==> src/hw/rtl/spa_pkg.sv <==
// spa_pkg: shared types, widths and codes for the sparse polynomial adder
// used by spa_ctrl, spa_dp and sparse_polynomial_adder_core; no dependencies
`timescale 1ns / 1ps
`default_nettype none

package spa_pkg;

	localparam int EXP_W         = 16;
	localparam int COEF_W        = 24;
	localparam int SUM_W         = 32;
	localparam int MAX_TERMS_DEF = 32;

	localparam logic FUNC_LOAD = 1'b0;
	localparam logic FUNC_RUN  = 1'b1;
	localparam logic POLY_A    = 1'b0;
	localparam logic POLY_B    = 1'b1;

	typedef logic signed [EXP_W-1:0]  exp_t;
	typedef logic signed [COEF_W-1:0] coef_t;
	typedef logic signed [SUM_W-1:0]  sum_t;

	typedef struct packed {
		logic  func;
		logic  which_poly;
		exp_t  exponent;
		coef_t coefficient;
	} in_item_t;

	typedef struct packed {
		exp_t out_exponent;
		sum_t out_coefficient;
		logic last_term;
		logic empty_sum;
		logic overflow;
	} out_item_t;

	typedef struct packed {
		exp_t  exponent;
		coef_t coefficient;
	} term_t;

	typedef struct packed {
		exp_t exponent;
		sum_t coefficient;
	} sum_entry_t;

	typedef enum logic [2:0] {
		ST_IDLE,
		ST_MRG_RD,
		ST_MRG_SEL,
		ST_SRCH_RD,
		ST_SRCH_CMP,
		ST_EMIT_RD,
		ST_EMIT_CHK
	} spa_state_t;

	// controller to datapath
	typedef struct packed {
		logic load;
		logic run_init;
		logic take;
		logic append;
		logic update;
		logic next_k;
		logic scan_init;
		logic emit;
		logic emit_empty;
		logic clear_run;
	} spa_cmd_t;

	// datapath to controller
	typedef struct packed {
		logic a_left;
		logic b_left;
		logic srch_end;
		logic hit;
		logic nz_zero;
		logic emit_done;
		logic rd_nonzero;
	} spa_stat_t;

endpackage

`default_nettype wire

==> src/hw/rtl/spa_ctrl.sv <==
// spa_ctrl: sequencer for load, merge, table search and emission
// depends on spa_pkg; drives spa_dp through spa_cmd_t
`timescale 1ns / 1ps
`default_nettype none

module spa_ctrl (
	input  wire logic              clk,
	input  wire logic              arst_n,
	input  wire logic              start,
	input  wire logic              func,
	input  wire spa_pkg::spa_stat_t stat,
	output spa_pkg::spa_cmd_t      cmd,
	output logic                   busy
);
	import spa_pkg::*;

	spa_state_t state_q, state_d;

	always_ff @(posedge clk or negedge arst_n) begin
		if (!arst_n) begin
			state_q <= ST_IDLE;
		end else begin
			state_q <= state_d;
		end
	end

	always_comb begin
		state_d = state_q;
		cmd     = '0;
		busy    = 1'b1;
		case (state_q)
			ST_IDLE: begin
				busy = 1'b0;
				if (start) begin
					if (func == FUNC_RUN) begin
						cmd.run_init = 1'b1;
						state_d      = ST_MRG_RD;
					end else begin
						cmd.load = 1'b1;
					end
				end
			end
			ST_MRG_RD: begin
				if (!stat.a_left && !stat.b_left) begin
					cmd.scan_init = 1'b1;
					state_d       = ST_EMIT_RD;
				end else begin
					state_d = ST_MRG_SEL;
				end
			end
			ST_MRG_SEL: begin
				cmd.take = 1'b1;
				state_d  = ST_SRCH_RD;
			end
			ST_SRCH_RD: begin
				if (stat.srch_end) begin
					cmd.append = 1'b1;
					state_d    = ST_MRG_RD;
				end else begin
					state_d = ST_SRCH_CMP;
				end
			end
			ST_SRCH_CMP: begin
				if (stat.hit) begin
					cmd.update = 1'b1;
					state_d    = ST_MRG_RD;
				end else begin
					cmd.next_k = 1'b1;
					state_d    = ST_SRCH_RD;
				end
			end
			ST_EMIT_RD: begin
				if (stat.nz_zero) begin
					cmd.emit_empty = 1'b1;
					cmd.clear_run  = 1'b1;
					state_d        = ST_IDLE;
				end else if (stat.emit_done) begin
					cmd.clear_run = 1'b1;
					state_d       = ST_IDLE;
				end else begin
					state_d = ST_EMIT_CHK;
				end
			end
			ST_EMIT_CHK: begin
				cmd.next_k = 1'b1;
				cmd.emit   = stat.rd_nonzero;
				state_d    = ST_EMIT_RD;
			end
			default: begin
				state_d = ST_IDLE;
			end
		endcase
	end

endmodule

`default_nettype wire

==> config.mk <==
export PLATFORM = sky130hd
export DESIGN_NAME = spa_ctrl
export DESIGN_NICKNAME = d
export VERILOG_FILES = /design/src/hw/rtl/spa_pkg.sv /design/src/hw/rtl/spa_ctrl.sv
export SDC_FILE = /design/constraint.sdc
export NUM_CORES = 1
export LEC_CHECK = 0
export ABC_AREA = 1
export BUFFER_PORTS_ARGS = -buffer_cell sky130_fd_sc_hd__clkbuf_2
export CAP_MARGIN = 10
export CORE_AREA = 4 4 41 43
export DETAILED_ROUTE_END_ITERATION = 6
export DIE_AREA = 0 0 45 47
export GPL_ROUTABILITY_DRIVEN = 0
export PLACE_DENSITY = 0.59
export SLEW_MARGIN = 20
export SYNTH_ARGS = -nofsm -noshare
export SYNTH_HDL_FRONTEND = slang
export SYNTH_SLANG_ARGS = --single-unit
==> constraint.sdc <==
create_clock -name clk -period 1.1 [get_ports clk]
set_clock_uncertainty 0.1 [all_clocks]
set_input_delay 0 -clock clk [delete_from_list [all_inputs] [get_ports clk]]
set_output_delay 0 -clock clk [all_outputs]
set_load 0.005 [all_outputs]
==> impl_metrics.toml <==
[logic_synthesis]
synth_cell_types = 11
ys_warn_count = 0
post_synth_inst_count = 48
synth.avg_cell_area_um2 = 5.76
ys_ff_latch = 3
syn-num-nets = 59
synth_area_um2 = 277
ys_seq_area_share_pct = 27.1

[job]
max-cap-violations = 0

[final_layout]
fin_util_pct = 46.2
area_delta_synth_final_pct = 117
regMostFlops = "state_q"
largest_reg_flops = 3
drive_gt1_share_pct = 55.7
top_regs = "state_q (3)"
diodes = 0
nNetsFinal = 100
final_cells = 103

[placed_design]
dpl.cell_count = 86
numPortBuffers = 21
dpl_worst_slack_ns = -0.0300
dp_hpwl_um = 647

[route]
first_iter_violations = 6
wl_um = 901
first_pass_iters = 4
routedWlPerCell_um = 8.75
vias = 411
drc = 0
ant_nets = 0
viasPerCell = 3.99

[timing]
holdWs_ns = 0.00958
setup_ws_ns = -0.181
setup_viol = 14
finalCritPeriodShare_pct = 116
grt_setup_unrepaired = "yes"
tns_ns = -1.44
fmax_mhz = 781
finalHoldViolations = 0
worstMarginPinSlew_ns = 0.202
min_period_ns = 1.28
slew_headroom_pct = 86.4
final-max-slew-violation-count = 0

[die]
io_pins = 22
rows = 13
die_y_um = 47
core-area_um2 = 1300
start_util_pct = 21.2
die_w_um = 45
die_area_um2 = 2120

[worst_setup_path]
crit_type = "flop to output port"
regToRegStartpoint = "state_q[1]"
worstSetupEndpointType = "output port"
reg2reg_slack_ns = -0.12
worstPathMaxFanout = 4
worstRegToRegCells = 7
crit_required_ns = 1.00
r2r-end = "state_q[0]"
start_kind = "flop"
critPathArrivalTime_ns = 1.18

[grt]
grt_pass1_wl_mm = 1.52
grt_pass1_vias = 394
grtUsageTotal_pct = 10.1
grt-ovfl-total = 0
grt_max_degree = 6
antenna_found_initial = 0

[cts]
clk_pin_slew_ns = 0.04
cts_num_sinks = 3
htreeDepth = 1
cts_made_buffers = 3
cts_tree = "built"
worst_skew_pair.late_latency_ns = 0.23
cts_root_buf = "clkbuf_4"
clockBufferDepth = 2

[power]
p_leak_nw = 0.351
p_per_area_nw_per_um2 = 2310
peakVddDrop_uv = 1250

[worst_hold_path]
hold_path.class = "primary input to flop"
hp-start = "stat[4]"
hold_path_depth = 4
min_to = "state_q[2]"

[status]
status = "finished, violations left"
violations = "negative setup slack"
==> repair_timing <==
| action | 4_1_cts | 5_1_grt |
|---|---|---|
| hold buffers | 5 | 0 |
| buffers inserted | 7 | 1 |
| endpoints found under the hold margin | 5 | 0 |
| gates resized for setup | 7 | 14 |
| setup endpoints to repair | 14 | 14 |
| pin swaps | 1 | 3 |
==> cells in the final DEF (no fill, tap or decap), types with 2 or more instances in the layout <==
| cell type | Yosys | routed |
|---|---|---|
| nor2_1 | 9 | 8 |
| buf_2 | 0 | 4 |
| dfrtp_1 | 3 | 2 |
| nand2_1 | 12 | 8 |
| nor2_4 | 1 | 2 |
| nand2_2 | 0 | 3 |
| nand3_1 | 3 | 3 |
| buf_6 | 0 | 3 |
| nor3b_2 | 0 | 2 |
| clkbuf_2 | 0 | 17 |
| nor3_1 | 2 | 2 |
| dlygate4sd3_1 | 0 | 5 |
| inv_2 | 0 | 3 |
| clkbuf_4 | 0 | 3 |
| a21oi_1 | 3 | 2 |
| buf_4 | 0 | 7 |
| inv_1 | 10 | 7 |
| nor2_2 | 2 | 2 |
==> report_power, final <==
| group | leakage, nW | internal (mW) | switching [mW] |
|---|---|---|---|
| Combinational | 0.300 | 0.488 | 0.452 |
| Sequential | 0.0361 | 0.173 | 0.0786 |
| Clock | 0.0150 | 0.136 | 0.0571 |
| Total | 0.351 | 0.797 | 0.588 |
==> cell type report <==
cell class / count / area (um^2)
repair buffers: 36 / 241
clock buffers: 4 / 26.3
multi-input cells: 35 / 200
flip-flops and latches: 3 / 76.3
inverters: 10 / 37.5
well taps: 15 / 18.8
fillers: 143 / 701
==> worst max path at each step <==
stage	startpoint	endpoint	slack, ns	depth (start not counted)
global route	state_q[1]	cmd[9]	-0.27	4
detailed placement	state_q[1]	cmd[9]	-0.03	4
floorplan	state_q[1]	state_q[0]	0.05	4
CTS	state_q[0]	cmd[2]	-0.19	4
finish	state_q[1]	cmd[9]	-0.18	4
global placement	state_q[1]	state_q[0]	-0.003	5
==> cell usage after synthesis <==
library cell,n,area share [%]
dfrtp_1,3,27
nor2_4,1,4.1
nor3b_1,2,5.4
nor2_1,9,12
nor3_1,2,3.6
nand3_1,3,5.4
a21oi_1,3,5.4
nand4_1,1,2.3
nand2_1,12,16
inv_1,10,14
nor2_2,2,4.5
==> metal layers <==
metal	vias to the layer above	track usage, %	wire [um]
met1	178	8.90	340
met4	0	7.02	0
met2	6	18.4	513
met3	0	4.60	47
li1	227	-	-
met5	-	0	0
==> logic make-up after synthesis <==
group           count (synthesis)  synth area share [%]
compound gates                  3                  5.43
buf+inv                        10                  13.6
flops                           3                  27.1
simple gates                   32                  53.8
==> critical path: stages (launching register included) <==
cell	delay, ns
dfrtp_1	0.42
nor2_4	0.16
nand2_2	0.09
nor3b_2	0.15
clkbuf_2	0.13
==> stage by stage <==
stage / total power, mW / instance area, um^2
2_1_floorplan: 0.569 / 277
3_3_place_gp: 0.802 / 415
3_5_place_dp: 0.804 / 415
4_1_cts: 1.25 / 571
5_1_grt: 1.53 / 601
6_report: 1.39 / 601
No activity file was read; power rests on OpenSTA's default activity.
